$ cat config.mk
export PLATFORM = sky130hd
export DESIGN_NAME = varint_stream_codec_core
export DESIGN_NICKNAME = d
export VERILOG_FILES = /design/src/design/vsc_pkg.sv /design/src/design/vsc_ctrl.sv /design/src/design/vsc_dp.sv /design/src/design/varint_stream_codec_core.sv
export VERILOG_INCLUDE_DIRS = /design/src /design/src/design
export SDC_FILE = /design/constraint.sdc
export NUM_CORES = 1
export LEC_CHECK = 0
export ABC_CLOCK_PERIOD_IN_PS = 5800
export BUFFER_PORTS_ARGS = -buffer_cell sky130_fd_sc_hd__buf_2
export CORE_MARGIN = 3
export CORE_UTILIZATION = 30
export CTS_CLUSTER_SIZE = 16
export DETAILED_ROUTE_END_ITERATION = 10
export PLACE_DENSITY = 0.45
export SKIP_CTS_REPAIR_TIMING = 1
export SLEW_MARGIN = 0
export SYNTH_ARGS = -nofsm -noshare
export SYNTH_HDL_FRONTEND = slang
export SYNTH_SLANG_ARGS = --single-unit
$ cat constraint.sdc
create_clock -name clk_i -period 5.8 [get_ports clk_i]
set_clock_uncertainty 0.2 [all_clocks]
set_input_delay 0.58 -clock clk_i [delete_from_list [all_inputs] [get_ports clk_i]]
set_output_delay 0.58 -clock clk_i [all_outputs]
set_load 0.02 [all_outputs]
$ cat src/design/varint_stream_codec_core_macros.svh
// Assertion macros of the varint stream codec, used by vsc_ctrl.
// Expects clk_i and rst_ni in the scope of each use.
`ifndef VARINT_STREAM_CODEC_CORE_MACROS_SVH
`define VARINT_STREAM_CODEC_CORE_MACROS_SVH

// The consequent must hold in the same cycle as the antecedent.
`define VSC_ASSERT_SAME(label, ante, cons, msg) \
  label: assert property (@(posedge clk_i) disable iff (!rst_ni) (ante) |-> (cons)) \
    else $error(msg);

// The consequent must hold in the cycle after the antecedent.
`define VSC_ASSERT_NEXT(label, ante, cons, msg) \
  label: assert property (@(posedge clk_i) disable iff (!rst_ni) (ante) |=> (cons)) \
    else $error(msg);

`endif

$ cat src/design/vsc_pkg.sv
// Types and constants of the varint stream codec.
// Used by the controller, the datapath and the top level; depends on nothing.
package vsc_pkg;

  localparam logic [7:0]  GROUP_MASK    = 8'h7F;
  localparam logic [7:0]  CONT_FLAG     = 8'h80;
  localparam logic [63:0] ENC_HIGH_MASK = ~64'h7F;

  localparam logic [3:0] LIMIT_NARROW = 4'd5;
  localparam logic [3:0] LIMIT_WIDE   = 4'd10;

  localparam logic KIND_DECODE = 1'b0;
  localparam logic KIND_ENCODE = 1'b1;

  localparam logic STATUS_OK      = 1'b0;
  localparam logic STATUS_OVERRUN = 1'b1;

  typedef enum logic [1:0] {
    ST_IDLE = 2'b01,
    ST_ENC  = 2'b10
  } state_e;

  typedef struct packed {
    logic dec;
    logic enc_first;
    logic enc_next;
  } cmd_t;

  typedef struct packed {
    logic dec_emit;
    logic enc_last;
  } sts_t;

endpackage

$ cat src/design/vsc_ctrl.sv
// Controller of the varint stream codec: handshakes, encode sequencing, output valid.
// Depends on vsc_pkg and varint_stream_codec_core_macros.svh.
`include "varint_stream_codec_core_macros.svh"

module vsc_ctrl (
  input  logic          clk_i,
  input  logic          rst_ni,
  input  logic          in_valid_i,
  output logic          in_ready_o,
  input  logic          kind_i,
  output logic          out_valid_o,
  input  logic          out_ready_i,
  input  vsc_pkg::sts_t sts_i,
  output vsc_pkg::cmd_t cmd_o
);

  vsc_pkg::state_e state_q, state_d;
  logic out_valid_q, out_valid_d;
  logic out_free;
  logic in_acc;

  always_comb begin
    out_free   = !out_valid_q || out_ready_i;
    in_ready_o = (state_q == vsc_pkg::ST_IDLE) && out_free;
    in_acc     = in_valid_i && in_ready_o;

    cmd_o.dec       = in_acc && (kind_i == vsc_pkg::KIND_DECODE);
    cmd_o.enc_first = in_acc && (kind_i == vsc_pkg::KIND_ENCODE);
    cmd_o.enc_next  = (state_q == vsc_pkg::ST_ENC) && out_free;

    if ((cmd_o.dec && sts_i.dec_emit) || cmd_o.enc_first || cmd_o.enc_next) begin
      out_valid_d = 1'b1;
    end else if (out_ready_i) begin
      out_valid_d = 1'b0;
    end else begin
      out_valid_d = out_valid_q;
    end

    state_d = state_q;
    unique case (state_q)
      vsc_pkg::ST_IDLE: begin
        if (cmd_o.enc_first && !sts_i.enc_last) begin
          state_d = vsc_pkg::ST_ENC;
        end
      end
      vsc_pkg::ST_ENC: begin
        if (cmd_o.enc_next && sts_i.enc_last) begin
          state_d = vsc_pkg::ST_IDLE;
        end
      end
      default: state_d = vsc_pkg::ST_IDLE;
    endcase
  end

  always_ff @(posedge clk_i or negedge rst_ni) begin
    if (!rst_ni) begin
      state_q     <= vsc_pkg::ST_IDLE;
      out_valid_q <= 1'b0;
    end else begin
      state_q     <= state_d;
      out_valid_q <= out_valid_d;
    end
  end

  assign out_valid_o = out_valid_q;

  // While bytes of a value remain, the output register always holds one of them.
  `VSC_ASSERT_SAME(a_enc_holds_byte, state_q == vsc_pkg::ST_ENC, out_valid_q,
                   "encode sequence active without a pending output byte")
  `VSC_ASSERT_SAME(a_one_cmd, cmd_o.enc_next, !cmd_o.dec && !cmd_o.enc_first,
                   "new request taken while encode sequence runs")
  `VSC_ASSERT_NEXT(a_enc_continues, cmd_o.enc_next && !sts_i.enc_last,
                   out_valid_q && (state_q == vsc_pkg::ST_ENC),
                   "encode sequence ended before its last byte")
  `VSC_ASSERT_NEXT(a_dec_emits, cmd_o.dec && sts_i.dec_emit, out_valid_q,
                   "decode result lost")

endmodule

$ cat src/design/vsc_dp.sv
// Datapath of the varint stream codec: decode accumulator, encode shifter, output register.
// Depends on vsc_pkg; driven by commands from vsc_ctrl.
module vsc_dp (
  input  logic                clk_i,
  input  logic                rst_ni,
  input  vsc_pkg::cmd_t       cmd_i,
  output vsc_pkg::sts_t       sts_o,
  input  logic                wide_i,
  input  logic [7:0]          in_byte_i,
  input  logic signed [63:0]  in_value_i,
  output logic                is_value_o,
  output logic [7:0]          out_byte_o,
  output logic signed [63:0]  out_value_o,
  output logic                last_o,
  output logic                status_o
);

  logic [63:0] acc_q, acc_d;
  logic [3:0]  gc_q, gc_d;
  logic [63:0] enc_q, enc_d;

  logic        is_value_q, is_value_d;
  logic [7:0]  out_byte_q, out_byte_d;
  logic [63:0] out_value_q, out_value_d;
  logic        last_q, last_d;
  logic        status_q, status_d;

  logic [3:0]  limit;
  logic [5:0]  shift;
  logic [63:0] acc_new;
  logic [63:0] dec_value;
  logic        over, full, cont, dec_err;
  logic [63:0] enc_src;
  logic        enc_last;

  always_comb begin
    limit   = wide_i ? vsc_pkg::LIMIT_WIDE : vsc_pkg::LIMIT_NARROW;
    shift   = 6'(({3'b000, gc_q} << 3) - {3'b000, gc_q});
    acc_new = acc_q | ({56'b0, in_byte_i & vsc_pkg::GROUP_MASK} << shift);
    over    = gc_q >= limit;
    full    = (gc_q + 4'd1) >= limit;
    cont    = (in_byte_i & vsc_pkg::CONT_FLAG) != 8'h00;
    dec_err = over || (cont && full);
    sts_o.dec_emit = over || !cont || full;

    if (dec_err) begin
      dec_value = 64'b0;
    end else if (wide_i) begin
      dec_value = acc_new;
    end else begin
      dec_value = {{32{acc_new[31]}}, acc_new[31:0]};
    end

    if (cmd_i.enc_first) begin
      enc_src = wide_i ? in_value_i : {32'b0, in_value_i[31:0]};
    end else begin
      enc_src = enc_q;
    end
    enc_last       = (enc_src & vsc_pkg::ENC_HIGH_MASK) == 64'b0;
    sts_o.enc_last = enc_last;

    acc_d = acc_q;
    gc_d  = gc_q;
    if (cmd_i.dec) begin
      if (sts_o.dec_emit) begin
        acc_d = 64'b0;
        gc_d  = 4'd0;
      end else begin
        acc_d = acc_new;
        gc_d  = gc_q + 4'd1;
      end
    end

    enc_d       = enc_q;
    is_value_d  = is_value_q;
    out_byte_d  = out_byte_q;
    out_value_d = out_value_q;
    last_d      = last_q;
    status_d    = status_q;
    if (cmd_i.dec && sts_o.dec_emit) begin
      is_value_d  = 1'b1;
      out_byte_d  = 8'h00;
      out_value_d = dec_value;
      last_d      = 1'b0;
      status_d    = dec_err ? vsc_pkg::STATUS_OVERRUN : vsc_pkg::STATUS_OK;
    end else if (cmd_i.enc_first || cmd_i.enc_next) begin
      enc_d       = enc_src >> 7;
      is_value_d  = 1'b0;
      out_byte_d  = (enc_src[7:0] & vsc_pkg::GROUP_MASK) |
                    (enc_last ? 8'h00 : vsc_pkg::CONT_FLAG);
      out_value_d = 64'b0;
      last_d      = enc_last;
      status_d    = vsc_pkg::STATUS_OK;
    end
  end

  always_ff @(posedge clk_i or negedge rst_ni) begin
    if (!rst_ni) begin
      acc_q <= 64'b0;
      gc_q  <= 4'd0;
    end else begin
      acc_q <= acc_d;
      gc_q  <= gc_d;
    end
  end

  always_ff @(posedge clk_i) begin
    enc_q       <= enc_d;
    is_value_q  <= is_value_d;
    out_byte_q  <= out_byte_d;
    out_value_q <= out_value_d;
    last_q      <= last_d;
    status_q    <= status_d;
  end

  assign is_value_o  = is_value_q;
  assign out_byte_o  = out_byte_q;
  assign out_value_o = out_value_q;
  assign last_o      = last_q;
  assign status_o    = status_q;

endmodule

$ cat src/design/varint_stream_codec_core.sv
// LEB128 varint/varlong codec top level: the result of a decode request, if any,
// appears in the output register on the next cycle.
// An encode request of n bytes (1 to 10) emits one byte per cycle from the encode
// shifter while output is free; no new request is taken until its last byte is loaded.
// Reset clears the decode accumulator, the byte count, the sequencer and output valid.
// Depends on vsc_pkg, vsc_ctrl and vsc_dp.
module varint_stream_codec_core (
  input  logic               clk_i,
  input  logic               rst_ni,
  input  logic               in_valid_i,
  output logic               in_ready_o,
  input  logic               kind_i,
  input  logic               wide_i,
  input  logic [7:0]         in_byte_i,
  input  logic signed [63:0] in_value_i,
  output logic               out_valid_o,
  input  logic               out_ready_i,
  output logic               is_value_o,
  output logic [7:0]         out_byte_o,
  output logic signed [63:0] out_value_o,
  output logic               last_o,
  output logic               status_o
);

  vsc_pkg::cmd_t cmd;
  vsc_pkg::sts_t sts;

  vsc_ctrl u_ctrl (
    .clk_i       (clk_i),
    .rst_ni      (rst_ni),
    .in_valid_i  (in_valid_i),
    .in_ready_o  (in_ready_o),
    .kind_i      (kind_i),
    .out_valid_o (out_valid_o),
    .out_ready_i (out_ready_i),
    .sts_i       (sts),
    .cmd_o       (cmd)
  );

  vsc_dp u_dp (
    .clk_i       (clk_i),
    .rst_ni      (rst_ni),
    .cmd_i       (cmd),
    .sts_o       (sts),
    .wide_i      (wide_i),
    .in_byte_i   (in_byte_i),
    .in_value_i  (in_value_i),
    .is_value_o  (is_value_o),
    .out_byte_o  (out_byte_o),
    .out_value_o (out_value_o),
    .last_o      (last_o),
    .status_o    (status_o)
  );

endmodule
==> reports/metrics.csv, run 1 <==
metric,value,unit
result of the run,"finished, final reports clean",
crit path launch type,register,
register area share after synthesis,59.1,%
CP max stage delay,890,ps
dominant register cell in the synthesized netlist,edfxtp_1,
largest net degree at the start of global routing,80,
H-tree depth,1,
drt total wl,27.5,mm
CTS tree,done,
Worst Hold Class,primary input to asynchronous set/reset pin,
sequential share of power,32.9,%
DRT iter0 DRCs,411,
GR Overflow Total,0,
drt drc,0,
Worst Slack Setup Final,1640,ps
Post-synth EDFFs,122,
"Top cell by count, worst path",ha_1,
Final Hold Viols,0,
gp weighted congestion,0.879,
worst vdd ir,0.283,mV
critical path arrival,4100,ps
CP Buf/Inv Count,2,
Core Area,31000,µm²
crit path cell chain,"inv_1, ha_1, ha_1, a21boi_0, o22ai_1, o211ai_1, nand2_1, nand2_2, buf_4",
initial antenna violation count,2,
clk root buf,clkbuf_16,
I/O Buffers,154,
Fill cells,3161,
nets,1182,
dpl cells,1461,
crit path kind,register to register,
area added between synthesis and finish,20.1,%
clock share of power,25.0,%
Avg Inst Size Synth,9.94,µm²
slowest CP cell,dfrtp_1,
routed vias,7450,
gr usage total,15.9,%
Max Root-Sink Buffers,3,
RSZ-0062 raised after global routing,false,
cell family with most CP delay,adder cells,
via-per-instance ratio,4.94,
final std cells w/o fill,1509,
critical path capture point type,register,
Fmax achieved,240,MHz
FP Rows,64,
antenna-violating nets left,0,
Pre-antenna DRT Iters,5,
Int Power,3.63,mW
#FFs+latches synth,203,
number of I/O pins,155,
vias in the first global route,7447,
Switching Share,42.8,%
Synth cell types,58,
Place WS,1610,ps
CP Data Required Time,5740,ps
clk sinks,203,
fin crit share,71.8,%
Hold Slack,93.9,ps
setup TNS,0,ps
DR WL/cell,18.2,µm
power density over the cells,553,nW/µm²
post-DP HPWL,18.9,mm
switching power,2.72,mW
layout cells sized above 1,20.3,%
"Async S/R FF share, synth",35.0,%
mapped cell area,9550,µm²
"Setup violations, final",0,
Logic pwr share,42.2,%
measured slew at the worst slew-check pin,1090,ps
Rel. slew slack,26.8,%
Initial Utilization,30.8,%
number of max-cap violations,0,
net count after synthesis,1050,
Pleak,4.75,nW
worst skew pair latency,520,ps
Mapped Cells,961,
"Reg clk slew, reported paths",60,ps
Chip Height,184,µm
yosys warns,0,
Crit Path Max Fanout,65,
"Slew Viols, Final",0,
Die W,184,µm
first-pass GRT wire length,42.6,mm
clock period minus worst slack,4160,ps
Die ar.,34000,µm²
# diodes,0,
total CTS buffers,26,
## flip-flops by register name (all words and copies together), names as in the netlist
name and cells:
u_ctrl.out_valid_o 1, u_dp.is_value_o 1, u_dp.out_value_o 64, u_dp.status_o 1, u_ctrl.state_q 2, u_dp.last_o 1, u_dp.out_byte_o 8, u_dp.enc_q 57
u_dp.gc_q 4, u_dp.acc_q 64
## worst reg2reg max path, cell delays in order (launching register included)
cell and delay [ps]:
dfrtp_1 890, inv_1 210, ha_1 570, ha_1 380, a21boi_0 160, o22ai_1 140, o211ai_1 150, nand2_1 250
nand2_2 110, buf_4 630
## logic make-up (layout without fill, tap and decap cells)
| kind of cell | count (synthesis) | in the layout | synth area share, % |
|---|---|---|---|
| buffers and inverters | 92 | 244 | 4.15 |
| adder cells (fa/ha/maj) | 11 | 11 | 1.44 |
| XOR/XNOR | 6 | 6 | 0.629 |
| AO/OA/AOI/OAI | 234 | 234 | 14.6 |
| AND/OR/NAND/NOR | 402 | 402 | 18.7 |
| flip-flops | 203 | 203 | 59.1 |
| multiplexers | 13 | 13 | 1.49 |
## metrics by stage
| stage | utilization [%] | instance area (µm²) | total power, mW |
|---|---|---|---|
| 6_report | 37.0 | 11500 | 6.35 |
| 5_1_grt | 37.0 | 11500 | 6.78 |
| 4_1_cts | 37.0 | 11500 | 6.39 |
| 3_5_place_dp | 34.3 | 10600 | 4.80 |
| 3_3_place_gp | 34.3 | 10600 | 4.80 |
| 2_1_floorplan | - | 9550 | 3.94 |
## power groups by stage
stage / clock network [mW] / registers (mW) / logic [mW]
floorplan: 0 / 2.18 / 1.76
detailed placement: 0 / 2.12 / 2.68
global placement: 0 / 2.11 / 2.69
global route: 1.68 / 2.13 / 2.97
CTS: 1.61 / 2.09 / 2.69
finish: 1.58 / 2.09 / 2.68
## layout make-up
| class | instances | area [µm²] | area share, % |
|---|---|---|---|
| multi-input cells | 666 | 3520 | 30.7 |
| inverters | 29 | 109 | 0.949 |
| clock buffers | 36 | 729 | 6.36 |
| repair buffers | 167 | 868 | 7.57 |
| flip-flops and latches | 203 | 5640 | 49.2 |
| clock inverters | 12 | 110 | 0.960 |
| well taps | 396 | 495 | 4.32 |
## path summary, 6_finish.rpt
check / slack [ps] / from / cells after the start / to
max: 1640 / u_dp.gc_q[0] / 9 / u_dp.out_value_o[49]
min: 90 / rst_ni / 2 / u_dp.acc_q[26]
max reg2reg: 1640 / u_dp.gc_q[0] / 9 / u_dp.out_value_o[49]
min reg2reg: 250 / u_dp.is_value_o / 2 / u_dp.is_value_o
max in group asynchronous: 4660 / rst_ni / 2 / u_dp.acc_q[19]
min in group clk_i: 140 / in_value_i[22] / 3 / u_dp.enc_q[15]
## cells in the final DEF (no fill, tap or decap), types with 4 or more instances in the layout
cell type,instances
clkbuf_16,27
nor3_1,6
a31oi_1,26
a221oi_1,8
mux2i_1,12
dfrtp_1,70
nor4_1,27
edfxtp_1,122
buf_2,154
dfxtp_1,10
nand4_1,7
o21ai_0,43
a21o_1,4
o22ai_1,6
a22oi_1,7
nand3_1,16
or3_1,4
and3_1,11
nand2_1,189
a21oi_1,112
inv_1,28
o21a_1,5
clkinv_1,4
a22o_1,4
clkinv_2,4
nor2_1,110
buf_4,13
nand2b_1,7
ha_1,11
clkbuf_1,7
## synthesized netlist by cell type (3+ instances only)
cell type | n | area [µm²]
nand2_1 | 190 | 713
edfxtp_1 | 122 | 3660
and3_1 | 11 | 68.8
nor4_1 | 27 | 169
buf_2 | 13 | 65.1
and2_1 | 4 | 25.0
a22o_1 | 4 | 35.0
a211oi_1 | 3 | 22.5
nor3_1 | 6 | 30.0
o21ai_0 | 43 | 215
or2_2 | 3 | 18.8
mux2i_1 | 12 | 120
nor2_1 | 111 | 417
clkbuf_1 | 42 | 158
a221oi_1 | 8 | 70.1
nand3_1 | 16 | 80.1
inv_1 | 29 | 109
nand4_1 | 7 | 43.8
nand2b_1 | 7 | 43.8
a22oi_1 | 7 | 52.6
buf_4 | 5 | 37.5
nor2b_1 | 3 | 18.8
xnor2_1 | 3 | 26.3
dfrtp_1 | 70 | 1750
a21oi_1 | 112 | 561
a21o_1 | 4 | 30.0
ha_1 | 11 | 138
o21a_1 | 5 | 37.5
o21ai_1 | 3 | 15.0
dfxtp_1 | 10 | 200
a31oi_1 | 26 | 163
o22ai_1 | 6 | 37.5
or3_1 | 4 | 25.0
## per-layer routing
metal / global-route usage (%) / share of wire (%) / vias to the layer above / wire (µm)
met1: 21.8 / 45 / 3518 / 12500
met4: 4.11 / 2.4 / 4 / 657
li1: - / - / 3674 / -
met3: 3.08 / 5.6 / 46 / 1540
met2: 26.2 / 46 / 208 / 12800
met5: 0 / 0.095 / - / 26
(Power assumes the default switching activity.)
==> inputs of run 2 (changes only) <==
--- a/config.mk
+++ b/config.mk
@@ -6,7 +6,7 @@
 export SDC_FILE = /design/constraint.sdc
 export NUM_CORES = 1
 export LEC_CHECK = 0
-export ABC_CLOCK_PERIOD_IN_PS = 5800
+export ABC_CLOCK_PERIOD_IN_PS = 3940
 export BUFFER_PORTS_ARGS = -buffer_cell sky130_fd_sc_hd__buf_2
 export CORE_MARGIN = 3
 export CORE_UTILIZATION = 30
==> constraint.sdc (replaced) <==
create_clock -name clk_i -period 3.94 [get_ports clk_i]
set_clock_uncertainty 0.2 [all_clocks]
set_input_delay 0.394 -clock clk_i [delete_from_list [all_inputs] [get_ports clk_i]]
set_output_delay 0.394 -clock clk_i [all_outputs]
set_load 0.02 [all_outputs]
==> run 2 against run 1 <==
The run now ends with hold timing left. Final cell count rose by 2.1%. Die area did not move. Sequential share of layout area fell by 1.0 points. Cell area rose by 2.2%. Total power rose by 49%. Critical path type unchanged. Largest power group unchanged. Highest routed layer unchanged.
==> reports/metrics.csv, run 2 (synthesis results as in run 1) <==
metric,value,unit
result of the run,"complete, but fails checks",
failing checks,hold timing,
DRT iter0 DRCs,486,
routed vias,7689,
Initial Utilization,30.8,%
gr usage total,16.0,%
layout cells sized above 1,21.2,%
"most common cell after layout, fill and taps aside",nand2_1,
measured slew at the worst slew-check pin,1070,ps
nets,1216,
Pre-antenna DRT Iters,5,
number of max-cap violations,0,
CTS tree,done,
post-DP HPWL,19.3,mm
Hold Slack,-20.4,ps
Die W,184,µm
Place WS,544,ps
"Setup violations, final",0,
first-pass GRT wire length,43.0,mm
area added between synthesis and finish,22.7,%
Die ar.,34000,µm²
drt total wl,27.7,mm
FP Rows,64,
vias in the first global route,7489,
number of I/O pins,155,
total CTS buffers,25,
clk sinks,203,
gp weighted congestion,0.828,
"commonest cells after routing, fill and taps aside","nand2_1 (189), buf_2 (153), edfxtp_1 (122), a21oi_1 (112), nor2_1 (110)",
power density over the cells,808,nW/µm²
setup TNS,0,ps
worst vdd ir,0.318,mV
DR WL/cell,18.0,µm
CP Data Required Time,4100,ps
Rel. slew slack,28.3,%
initial antenna violation count,2,
critical path arrival,3550,ps
antenna-violating nets left,0,
# diodes,0,
final core utilization,37.8,%
"Slew Viols, Final",0,
I/O Buffers,154,
largest net degree at the start of global routing,80,
Final Hold Viols,8,
crit path kind,register to register,
Worst Slack Setup Final,548,ps
worst skew pair latency,510,ps
final std cells w/o fill,1541,
Core Area,31000,µm²
RSZ-0062 raised after global routing,false,
Max Root-Sink Buffers,3,
Fill cells,3174,
GR Overflow Total,0,
dpl cells,1480,
clock period minus worst slack,3390,ps
H-tree depth,1,
drt drc,0,
critical path capture point type,register,
via-per-instance ratio,4.99,
Pleak,4.87,nW
Crit Path Max Fanout,17,
crit path launch type,register,
"Reg clk slew, reported paths",60,ps
Fmax achieved,295,MHz
Worst Hold Class,primary input to register,
fin crit share,86.1,%
Chip Height,184,µm
clk root buf,clkbuf_16,
-- run 2: path summary, 6_finish.rpt --
kind	slack (ps)	from	cells after the start	end
max reg2reg	550	u_dp.gc_q[1]	8	u_dp.out_value_o[38]
max in group asynchronous	2520	rst_ni	2	u_dp.gc_q[3]
min reg2reg	240	u_dp.is_value_o	2	u_dp.is_value_o
max	550	u_dp.gc_q[1]	8	u_dp.out_value_o[38]
min	-20	in_value_i[17]	3	u_dp.enc_q[10]
min in group asynchronous	380	rst_ni	2	u_dp.acc_q[27]
-- run 2: layout make-up --
class	count	area, µm²	share of cell area, %
sequential	203	5640	48.1
multi-input combinational	666	3520	30.0
timing repair buffer	202	1190	10.1
clock buffer	35	714	6.10
tap	396	495	4.23
inverter	29	109	0.929
clock inverter	10	55.1	0.470
-- run 2: critical path, stage by stage (launching register included) --
cell	delay (ps)
dfrtp_1	570
inv_1	120
ha_1	640
inv_1	330
mux2i_1	350
mux2i_1	140
nor2_1	590
a21oi_1	160
o21ai_2	140
-- run 2: metal layers --
metal  vias to the layer above  global-route usage, %  wire length, µm
met5                         -                      0               23
met4                         4                   4.63              743
met3                        48                   2.86             1400
met2                       206                   26.5            13100
met1                      3688                   21.7            12400
li1                       3743                      -                -
-- run 2: metrics by stage --
step / total power, mW / area [µm²]
6_report: 9.47 / 11700
5_1_grt: 10.1 / 11700
4_1_cts: 9.54 / 11600
3_5_place_dp: 7.37 / 10800
3_3_place_gp: 7.37 / 10800
2_1_floorplan: 5.80 / 9550
-- run 2: where the power goes --
part,total [mW],internal (mW),switching (mW)
Sequential,3.03,2.79,0.241
Clock,2.14,1.26,0.879
Combinational,4.30,1.37,2.93
Total,9.47,5.42,4.05
==> inputs of run 3 (changes only) <==
--- a/config.mk
+++ b/config.mk
@@ -6,7 +6,7 @@
 export SDC_FILE = /design/constraint.sdc
 export NUM_CORES = 1
 export LEC_CHECK = 0
-export ABC_CLOCK_PERIOD_IN_PS = 3940
+export ABC_CLOCK_PERIOD_IN_PS = 3900
 export BUFFER_PORTS_ARGS = -buffer_cell sky130_fd_sc_hd__buf_2
 export CORE_MARGIN = 3
 export CORE_UTILIZATION = 30
==> constraint.sdc (replaced) <==
create_clock -name clk_i -period 3.9 [get_ports clk_i]
set_clock_uncertainty 0.2 [all_clocks]
set_input_delay 0.39 -clock clk_i [delete_from_list [all_inputs] [get_ports clk_i]]
set_output_delay 0.39 -clock clk_i [all_outputs]
set_load 0.02 [all_outputs]
==> run 3 against run 2 <==
The flow still finishes with violations (hold timing). Clock-buffer cell count grew 5. Via count grew 0.43%. Core utilization grew 0.38 points. Worst setup slack gained 1.1 ps. Critical path type unchanged. Critical endpoint is now u_dp.out_value_o[24].
==> reports/metrics.csv, run 3 (synthesis results as in run 1) <==
metric,value,unit
post-DP HPWL,19.4,mm
FF-to-FF path depth,9,
"most common cell after layout, fill and taps aside",nand2_1,
CP Data Required Time,3830,ps
RSZ-0062 raised after global routing,false,
"Setup violations, final",0,
number of I/O pins,155,
DP Area,10800,µm²
Min-Delay Endpoint,u_dp.out_byte_o[2],
Hold Crit Start,in_value_i[2],
failing checks,hold timing,
nets,1231,
Crit Path Max Fanout,65,
setup TNS,0,ps
drt drc,0,
critical path capture point type,register,
via-per-instance ratio,4.96,
antenna-violating nets left,0,
fin crit share,85.9,%
final std cells w/o fill,1556,
I/O Buffers,154,
largest net degree at the start of global routing,80,
Fmax achieved,298,MHz
Pleak,4.93,nW
measured slew at the worst slew-check pin,977,ps
H-tree depth,1,
R2R Path End,u_dp.out_value_o[24],
clk sinks,203,
Die ar.,34000,µm²
DRT iter0 DRCs,617,
Chip Height,184,µm
design area,11800,µm²
Worst Hold Class,primary input to register,
Pre-antenna DRT Iters,5,
Rel. slew slack,34.9,%
DR WL/cell,18.0,µm
Final Hold Viols,8,
"Slew Viols, Final",0,
gr usage total,16.2,%
Hold Slack,-37.1,ps
final core utilization,38.2,%
Core Area,31000,µm²
drt total wl,28.0,mm
first-pass GRT wire length,43.2,mm
Max Root-Sink Buffers,3,
worst vdd ir,0.321,mV
power density over the cells,812,nW/µm²
"Reg clk slew, reported paths",60,ps
result of the run,"complete, but fails checks",
total CTS buffers,25,
number of max-cap violations,0,
crit path kind,register to register,
Worst Hold Depth,3,
worst skew pair latency,520,ps
clock period minus worst slack,3350,ps
gp weighted congestion,0.865,
critical path arrival,3280,ps
Die W,184,µm
r2r setup slk,550,ps
area added between synthesis and finish,24.0,%
Reg-to-Reg Start,u_dp.gc_q[0],
GR Overflow Total,0,
routed vias,7722,
layout cells sized above 1,20.9,%
vias in the first global route,7403,
Initial Utilization,30.8,%
FP Rows,64,
initial antenna violation count,1,
CTS tree,done,
Pwr Total,9.61,mW
dpl cells,1484,
clk root buf,clkbuf_16,
crit path launch type,register,
"commonest cells after routing, fill and taps aside","nand2_1 (189), buf_2 (153), edfxtp_1 (122), a21oi_1 (112), nor2_1 (110)",
# diodes,0,
run 3: where the power goes:
| group | total (mW) | internal, mW | switching, mW | leakage (nW) |
|---|---|---|---|---|
| clock | 2.18 | 1.30 | 0.880 | 0.368 |
| sequential | 3.08 | 2.82 | 0.253 | 2.21 |
| combinational | 4.35 | 1.41 | 2.94 | 2.34 |
| total | 9.61 | 5.54 | 4.07 | 4.93 |
run 3: worst max-delay path by stage:
stage                            start                    to  cells after the start
after floorplan           u_dp.gc_q[0]   u_dp.out_value_o[0]                     10
after global placement    u_dp.gc_q[0]  u_dp.out_value_o[53]                      9
after detailed placement  u_dp.gc_q[0]  u_dp.out_value_o[36]                      9
after CTS                 u_dp.gc_q[0]  u_dp.out_value_o[11]                      9
after global routing      u_dp.gc_q[0]  u_dp.out_value_o[36]                      9
final                     u_dp.gc_q[0]  u_dp.out_value_o[24]                      9
run 3: layout make-up:
| type | instances | area, µm² |
|---|---|---|
| multi-input cells | 666 | 3520 |
| well taps | 396 | 495 |
| inverters | 29 | 109 |
| clock inverters | 5 | 57.6 |
| flip-flops and latches | 203 | 5640 |
| repair buffers | 217 | 1310 |
| fillers | 3166 | 19100 |
| clock buffers | 40 | 703 |
run 3: worst max-delay path: stages, from the launching register on:
cell and delay [ps]:
dfrtp_1 590, inv_1 150, ha_1 340, ha_1 270, a21boi_0 180, o22ai_1 150, o211ai_1 170, nand2_1 140
nand2_2 70, buf_4 640
run 3: per-layer routing:
| layer | wire, µm | track usage [%] |
|---|---|---|
| met5 | 13 | 0 |
| met3 | 1790 | 2.92 |
| met2 | 13100 | 26.2 |
| met4 | 580 | 3.93 |
| met1 | 12500 | 22.6 |
run 3: per-stage QoR:
step           worst slack, ps  hold WS [ps]
2_1_floorplan              440          -106
3_3_place_gp               623           231
3_5_place_dp               548           242
4_1_cts                    530          -131
5_1_grt                    284         0.836
6_report                   549         -37.1
